### src/sv/nhpl_pkg.sv
`timescale 1ns / 1ps
package nhpl_pkg;
  localparam int unsigned IDX_W = 7;
  localparam int unsigned COORD_W = 24;
  localparam int unsigned DIFF_W = COORD_W + 1;
  localparam int unsigned SQ_W = 2 * DIFF_W;
  localparam int unsigned SUMSQ_W = SQ_W + 2;
  localparam int unsigned ROOT_W = SUMSQ_W / 2;
  localparam int unsigned LEN_W = 40;

  localparam logic [1:0] OP_WRITE_POS = 2'd0;
  localparam logic [1:0] OP_WRITE_HOP = 2'd1;
  localparam logic [1:0] OP_QUERY = 2'd2;

  typedef struct packed {
    logic signed [COORD_W-1:0] x;
    logic signed [COORD_W-1:0] y;
    logic signed [COORD_W-1:0] z;
  } pos_t;

  // request into the distance unit and its answer
  typedef struct packed {
    logic start;
    pos_t p;
    pos_t q;
  } dist_req_t;

  typedef struct packed {
    logic done;
    logic [ROOT_W:0] len;
  } dist_rsp_t;
endpackage

### src/sv/nhpl_dist.sv
`timescale 1ns / 1ps
// Euclidean distance: three squares summed in turn, then a bit-pair
// restoring square root, one result bit a cycle, rounded to nearest.
module nhpl_dist (
  input  logic               clk,
  input  logic               rst,
  input  nhpl_pkg::dist_req_t req,
  output nhpl_pkg::dist_rsp_t rsp
);
  import nhpl_pkg::*;

  typedef enum logic [1:0] {S_IDLE, S_SQ, S_ROOT} st_t;
  localparam int unsigned CNT_W = $clog2(ROOT_W + 1);

  st_t state;
  pos_t p, q;
  logic [1:0] axis;
  logic [SUMSQ_W-1:0] rem;
  logic [SUMSQ_W-1:0] acc;
  logic [ROOT_W:0] root;
  logic [CNT_W-1:0] cnt;
  logic signed [DIFF_W-1:0] d;
  logic [DIFF_W-1:0] m;
  logic [SQ_W-1:0] sq;
  logic [ROOT_W+1:0] trial;
  logic [ROOT_W+1:0] rem_hi;
  logic [ROOT_W+1:0] rem_hi_next;
  logic [SUMSQ_W-1:0] rem_next;

  always_comb begin
    case (axis)
      2'd0: d = DIFF_W'(p.x) - DIFF_W'(q.x);
      2'd1: d = DIFF_W'(p.y) - DIFF_W'(q.y);
      default: d = DIFF_W'(p.z) - DIFF_W'(q.z);
    endcase
    m = d[DIFF_W-1] ? DIFF_W'(-d) : DIFF_W'(d);
    sq = SQ_W'(m) * SQ_W'(m);
  end

  // one root step: bring down two bits of the radicand
  always_comb begin
    rem_hi = {rem[ROOT_W-1:0], acc[SUMSQ_W-1 -: 2]};
    trial = {root[ROOT_W-1:0], 2'b01};
    if (rem_hi >= trial) rem_hi_next = rem_hi - trial;
    else rem_hi_next = rem_hi;
    rem_next = SUMSQ_W'(rem_hi_next);
  end

  always_ff @(posedge clk) begin
    if (rst) begin
      state <= S_IDLE;
      rsp.done <= 1'b0;
    end else begin
      case (state)
        S_IDLE: begin
          rsp.done <= 1'b0;
          if (req.start) begin
            p <= req.p;
            q <= req.q;
            axis <= 2'd0;
            acc <= '0;
            state <= S_SQ;
          end
        end
        S_SQ: begin
          rsp.done <= 1'b0;
          acc <= acc + SUMSQ_W'(sq);
          axis <= axis + 2'd1;
          if (axis == 2'd2) begin
            rem <= '0;
            root <= '0;
            cnt <= CNT_W'(ROOT_W);
            state <= S_ROOT;
          end
        end
        S_ROOT: begin
          if (cnt == '0) begin
            rsp.len <= (rem > SUMSQ_W'(root)) ? root + 1'b1 : root;
            rsp.done <= 1'b1;
            state <= S_IDLE;
          end else begin
            rsp.done <= 1'b0;
            rem <= rem_next;
            root <= {root[ROOT_W-1:0], (rem_hi >= trial)};
            acc <= {acc[SUMSQ_W-3:0], 2'b00};
            cnt <= cnt - 1'b1;
          end
        end
        default: begin
          rsp.done <= 1'b0;
          state <= S_IDLE;
        end
      endcase
    end
  end
endmodule

### config.mk
export PLATFORM = sky130hd
export DESIGN_NAME = nhpl_dist
export DESIGN_NICKNAME = d
export VERILOG_FILES = /design/src/sv/nhpl_pkg.sv /design/src/sv/nhpl_dist.sv
export SDC_FILE = /design/constraint.sdc
export NUM_CORES = 2
export LEC_CHECK = 0
export BUFFER_PORTS_ARGS = -buffer_cell sky130_fd_sc_hd__buf_4
export CAP_MARGIN = 30
export CORE_UTILIZATION = 35
export DETAILED_ROUTE_END_ITERATION = 10
export GPL_TIMING_DRIVEN = 0
export HOLD_SLACK_MARGIN = 0.08
export PLACE_DENSITY = 0.55
export SLEW_MARGIN = 0
export SYNTH_ARGS = -nofsm -noshare
export SYNTH_HDL_FRONTEND = slang
export SYNTH_SLANG_ARGS = --single-unit
### constraint.sdc
create_clock -name clk -period 13.1 [get_ports clk]
set_input_delay 0.655 -clock clk [delete_from_list [all_inputs] [get_ports clk]]
set_output_delay 0.655 -clock clk [all_outputs]
set_load 0.005 [all_outputs]
## Yosys cells after proc, flatten, opt, wreduce, memory -nomap -nowiden

Cells that the tools add are included.

| storage, ports and cells | value |
|---|---|
| flip-flop bits (word level) | 312 |
| output and inout port bits | 28 |
| word-level logic and storage cells | 72 |

| cells by class | value |
|---|---|
| $add $sub $neg | 9 |
| multiply operators | 1 |
| magnitude comparators | 2 |
| eq/ne operators | 8 |
| muxes and demuxes | 23 |
| bitwise operators | 2 |
| reductions and logical operators | 13 |

Operators by type and width:

| operator | count |
|---|---|
| 2-to-1 mux 52 bit | 4 |
| one-hot mux 52 bit (3 select lines) | 1 |
| one-hot mux 52 bit (2 select lines) | 1 |
| 2-to-1 mux 27 bit | 3 |
| subtractor 24 x 24 -> 25 bit | 3 |
| one-hot mux 27 bit (2 select lines) | 1 |
| adder 52 x 50 -> 52 bit | 1 |
| greater-than comparator 52 x 27 -> 1 bit | 1 |
| multiplier 25 x 25 -> 50 bit | 1 |
| one-hot mux 25 bit (2 select lines) | 1 |
| >= comparator 28 bit | 1 |
| 2-to-1 mux 28 bit | 1 |
| subtractor 28 bit | 1 |
| adder 27 x 1 -> 27 bit, second input constant | 1 |
| 2-to-1 mux 25 bit | 1 |
| negation 25 bit | 1 |
| AND reduction 3 bit | 4 |
| 2-to-1 mux 5 bit | 2 |
| one-hot mux 5 bit (2 select lines) | 1 |
| 2-to-1 mux 2 bit | 4 |
| != test 2 bit, second input constant | 4 |
| AND reduction 4 bit | 2 |
| one-hot mux 2 bit (3 select lines) | 1 |
| zero test 5 bit | 1 |
| 11 further kinds | 16 |

## Longest topological paths before layout

| logic depth | value |
|---|---|
| depth in word-level cells | 7 |
| depth in mapped cells | 48 |
| depth with buffers taken out | 46 |

## Least setup slack after synthesis

No wires, ideal clock.

| path | value |
|---|---|
| kind | register -> register |
| start | register p[0] (netlist name) |
| end | register acc[49], data pin |
| setup time | 0.264 ns |
| data arrival time | 9.830 ns |
| required time | 12.836 ns |
| slack | 3.007 ns |
| stages on the path, launching flop included | 39 |
| path buffers | 2 |
| clock period less this slack | 10.093 ns |
| cells stage by stage | edfxtp_1 -> inv_1 -> ha_1 -> inv_1 -> fa_1 -> a211oi_2 -> o21ai_2 -> o21a_1 -> a311o_2 -> a211oi_1 -> or4_1 -> a311o_1 -> buf_2 -> o31ai_1 -> xnor2_1 -> clkbuf_1 -> nor2_1 -> fa_1 -> (+3 left out) -> fa_1 -> fa_1 -> fa_1 -> fa_1 -> fa_1 -> ha_1 -> a21oi_1 -> o21ai_0 -> o221a_2 -> a211oi_1 -> a31oi_1 -> a41oi_1 -> o211ai_1 -> o41ai_2 -> o31ai_1 -> a31oi_1 -> xor2_1 -> o21ai_1 |

| on the way | value |
|---|---|
| word-level cells in the longest chain between the ends | 7 |

RTL lines:

| what | line | RTL |
|---|---|---|
| start: declaration | nhpl_dist.sv:16 | `pos_t p, q;` |
| start signal: assignment | nhpl_dist.sv:58 | `p <= req.p;` |
| subtractor 24 x 24 -> 25 bit * | nhpl_dist.sv:34 | `default: d = DIFF_W'(p.z) - DIFF_W'(q.z);` |
| one-hot mux 25 bit (2 select lines) * | nhpl_dist.sv:31 | `case (axis)` |
| negation 25 bit | nhpl_dist.sv:36 | `m = d[DIFF_W-1] ? DIFF_W'(-d) : DIFF_W'(d);` |
| 2-to-1 mux 25 bit * | nhpl_dist.sv:36 |  |
| multiplier 25 x 25 -> 50 bit * | nhpl_dist.sv:37 | `sq = SQ_W'(m) * SQ_W'(m);` |
| adder 52 x 50 -> 52 bit * | nhpl_dist.sv:67 | `acc <= acc + SUMSQ_W'(sq);` |
| one-hot mux 52 bit (3 select lines) * | nhpl_dist.sv:54 | `case (state)` |
| end signal: assignment | nhpl_dist.sv:67 |  |
| end signal: assignment | nhpl_dist.sv:85 | `acc <= {acc[SUMSQ_W-3:0], 2'b00};` |
| end: declaration | nhpl_dist.sv:19 | `logic [SUMSQ_W-1:0] acc;` |

Mark *: on every way between the ends. The rest lies on a longest branch, timed or not.
A chain may end at the register's enable or synchronous reset.

## Worst setup path in the final report

| path | value |
|---|---|
| start | register axis[0] |
| end | register acc[49], data pin |

| on the way | value |
|---|---|
| word-level cells in the longest chain between the ends | 7 |
| elaborated cells on any way between the ends | 8 |

RTL lines:

| what | line | RTL |
|---|---|---|
| start: declaration | nhpl_dist.sv:17 | `logic [1:0] axis;` |
| start signal: assignment | nhpl_dist.sv:68 | `axis <= axis + 2'd1;` |
| equality test 2 x 1 -> 1 bit or zero test 2 bit (tied branches) | nhpl_dist.sv:31 |  |
| one-hot mux 25 bit (2 select lines) * | nhpl_dist.sv:31 |  |
| negation 25 bit | nhpl_dist.sv:36 |  |
| 2-to-1 mux 25 bit * | nhpl_dist.sv:36 |  |
| multiplier 25 x 25 -> 50 bit * | nhpl_dist.sv:37 |  |
| adder 52 x 50 -> 52 bit * | nhpl_dist.sv:67 |  |
| one-hot mux 52 bit (3 select lines) * | nhpl_dist.sv:54 |  |

Marked as above.

==> metrics.csv <==
stage,metric,value,unit
global_route,initial antenna violation count,2,
drt,Vias/cell,4.98,
global_route,met1 usage,26.9,%
synth,"area leader, netlist",fa_1,
worst_setup_path,crit-path most repeated cell,fa_1,
synth,asr flop ratio synth,0,%
cells_and_area,fillers,10200,
synth,"Warnings, synthesis",0,
clock_tree,clk slew on worst S/H paths,80,ps
global_route,routing usage on met2,34.3,%
sta,Final Hold Viols,0,
synth,Yosys cell types,100,
sta,final worst-path cycle share,95.3,%
clock_tree,Clock Tree Root,clkbuf_16,
place,Setup WS pre-CTS,-911,ps
worst_setup_path,CP max-delay cell,clkbuf_1,
clock_tree,TritonCTS sink count,288,
drt,remaining antenna violation count after routing,0,
place,placed inst area,39600,sq um
global_route,total congestion overflow,0,
floorplanning,die height,323,um
clock_tree,CTS max path bufs,3,
drt,DRT iter0 DRCs,1719,
drt,via count,26600,
cells_and_area,share of post-route cells with drive strength above 1,9.52,%
sta,fmax,80.1,MHz
synth,ys flop type,edfxtp_1,
sta,Worst Tran Pin Value,1070,ps
clock_tree,TritonCTS clock tree,done,
clock_tree,CTS buffer count,38,
global_route,layer with the highest usage,met2,
synth,Post-Synthesis Cells,3691,
place,I/O Buffers,174,
synth,"Avg Cell Area, Syn",9.79,sq um
cells_and_area,fin nets,4911,
floorplanning,Core Area,102000,sq um
cells_and_area,Area growth syn-to-layout,13.3,%
worst_setup_path,startpoint types,flop,
drt,routed len/inst,19.4,um
synth,share of the synthesized area in the top cell type,28.9,%
hold_path,Min-Delay Path Class,input port to flop,
worst_setup_path,max incr delay on CP,640,ps
worst_setup_path,crit end category,flop,
place,HPWL after detailed placement,85400,um
worst_setup_path,WP data required,13420,ps
floorplanning,Starting Density,35.4,%
global_route,largest net degree at the start of global routing,60,
global_route,vias in the first global route,28000,
worst_setup_path,CP arrival,12810,ps
floorplanning,die area,105000,sq um
outcome,outcome,finished clean,
clock_tree,worst skew pair latency,590,ps
synth,post-synthesis instance area,36100,sq um
flow_run,# Max-Cap Violations,0,
synth,sequential area share after synthesis,23.8,%
global_route,global-route wire length before repair,162000,um
clock_tree,# H-tree levels,2,
place,gpl congestion,0.926,
worst_setup_path,"critical path fanouts, max",10,
floorplanning,IO Count,175,
drt,Detailed Routing Iterations Pass 1,6,
sta,Final Setup Violations,0,
drt,drt total wl,104000,um
global_route,GRT Util Overall,20.4,%
sta,worst clock skew,25.3,ps
sta,"Slew Viols, Final",0,
floorplanning,num rows,117,
sta,RSZ-0062 raised after global routing,no,
global_route,met3 usage,3.19,%
sta,fin crit period,12490,ps
synth,number of synthesized register bits,288,
synth,Post-synth EDFFs,285,
sta,Setup WS post-layout,610,ps
synth,ranking of synthesized cells by area,"fa_1 (29%), edfxtp_1 (24%), ha_1 (10%), inv_1 (8.1%), nor2_1 (3.1%)",
worst_setup_path,Crit Path Class,flop to flop,
floorplanning,die width,323,um
sta,Slew HR,28.1,%
cells_and_area,post-route cell area,40900,sq um
drt,Residual DRC,0,
==> cells in the mapped netlist (11+ instances only) <==
| library cell | count |
|---|---|
| o21ai_0 | 127 |
| nand2b_1 | 37 |
| a21oi_1 | 130 |
| o21a_1 | 27 |
| a211oi_1 | 16 |
| nand2_1 | 284 |
| edfxtp_1 | 285 |
| xor2_1 | 65 |
| inv_1 | 779 |
| or2_2 | 11 |
| nor3_1 | 35 |
| nor2_1 | 297 |
| o21bai_1 | 20 |
| ha_1 | 298 |
| nor2b_1 | 27 |
| xnor2_1 | 90 |
| mux2i_1 | 17 |
| inv_2 | 16 |
| o21ai_1 | 15 |
| buf_2 | 32 |
| and3_1 | 19 |
| o31ai_1 | 12 |
| a31oi_1 | 18 |
| clkbuf_1 | 71 |
| nand3_1 | 49 |
| nand4_1 | 26 |
| a21o_1 | 90 |
| and2_1 | 70 |
| fa_1 | 522 |
==> cells in the final DEF (no fill, tap or decap), types with 9 or more instances in the layout <==
| master | n |
|---|---|
| o21ai_1 | 15 |
| nor3_1 | 35 |
| xor2_1 | 63 |
| ha_1 | 298 |
| nand4_1 | 26 |
| nand3_1 | 49 |
| clkbuf_1 | 72 |
| buf_6 | 9 |
| o31ai_1 | 12 |
| nor2b_1 | 26 |
| nand3b_1 | 9 |
| a211oi_1 | 14 |
| inv_1 | 779 |
| inv_2 | 16 |
| nand2_1 | 284 |
| o21bai_1 | 20 |
| buf_2 | 33 |
| xnor2_1 | 87 |
| a31oi_1 | 17 |
| buf_4 | 182 |
| o21a_1 | 27 |
| and2_1 | 70 |
| and3_1 | 19 |
| nand2b_1 | 37 |
| fa_1 | 522 |
| mux2i_1 | 16 |
| conb_1 | 19 |
| o21ai_0 | 127 |
| edfxtp_1 | 285 |
| nor2_1 | 296 |
| a21o_1 | 90 |
| a21oi_1 | 130 |
| clkbuf_16 | 38 |
| or2_2 | 11 |
| or3_1 | 9 |
==> registers in the layout (all words and copies together), names as in the netlist <==
register	cells
root	27
state	2
axis	2
rem	28
cnt	5
rsp	28
q	72
p	72
acc	52
==> through the flow <==
stage | TNS, ps | util, % | hold WS, ps | cells
3_5_place_dp | -5140 | 38.8 | 555 | 5273
3_3_place_gp | -19930 | 38.4 | 544 | 5250
5_1_grt | 0 | 40.1 | 222 | 5340
6_report | 0 | 40.1 | 248 | 5341
4_1_cts | 0 | 40.1 | 205 | 5340
2_1_floorplan | 0 | - | 513 | 3708
==> critical path: cells and delay by family (launching register included) <==
family                     cells  cell delay (ps)
and+or+nand+nor                8             1500
adders and majority gates     10             4280
buffers and inverters          8             1990
xor gates and xnor gates       2              660
DFF                            1              430
AOI/OAI and AO/OA             12             3310
==> what timing repair did <==
item / 4_1_cts / 5_1_grt
buffers inserted: 0 / 0
hold buffers: 0 / 0
resized for setup: 9 / 10
setup endpoints to repair: 14 / 14
==> kinds of logic after synthesis <==
logic type	synth area share, %
buffers and inverters	9.56
adders and majority gates	39.2
and+or+nand+nor	11.9
muxes	0.595
xor gates and xnor gates	4.18
DFF	23.8
other	0.0208
AOI/OAI and AO/OA	10.7
==> final timing paths <==
path                               from               endpoint  slack [ps]  cells past startpoint
hold / removal                 req[118]        p[46]$_DFFE_PP_         250                      1
setup / recovery  axis[0]$_SDFFCE_PN0P_      acc[49]$_DFFE_PP_         610                     40
setup reg to reg  axis[0]$_SDFFCE_PN0P_      acc[49]$_DFFE_PP_         610                     40
hold reg to reg   state[1]$_SDFFE_PP0P_  state[1]$_SDFFE_PP0P_         560                      2
==> per-layer routing <==
layer	vias up	share of wire [%]
li1	12400	-
met1	13200	43
met2	820	48
met3	142	5.9
met4	3	3.0
met5	-	0.076
==> cell type report <==
cell class	count	area, sq um	share of cell area [%]
well taps	1368	1710	4.18
flip-flops and latches	288	8620	21.1
plain buffers	107	469	1.15
diodes	1	2.50	0.00611
multi-input cells	2516	24300	59.3
repair buffers	198	1630	3.98
inverters	795	2980	7.29
clock inverters	22	267	0.651
clock buffers	46	991	2.42
Power is not shown: default switching activity piles up to over one toggle a cycle in this logic, so the estimate is an artifact.
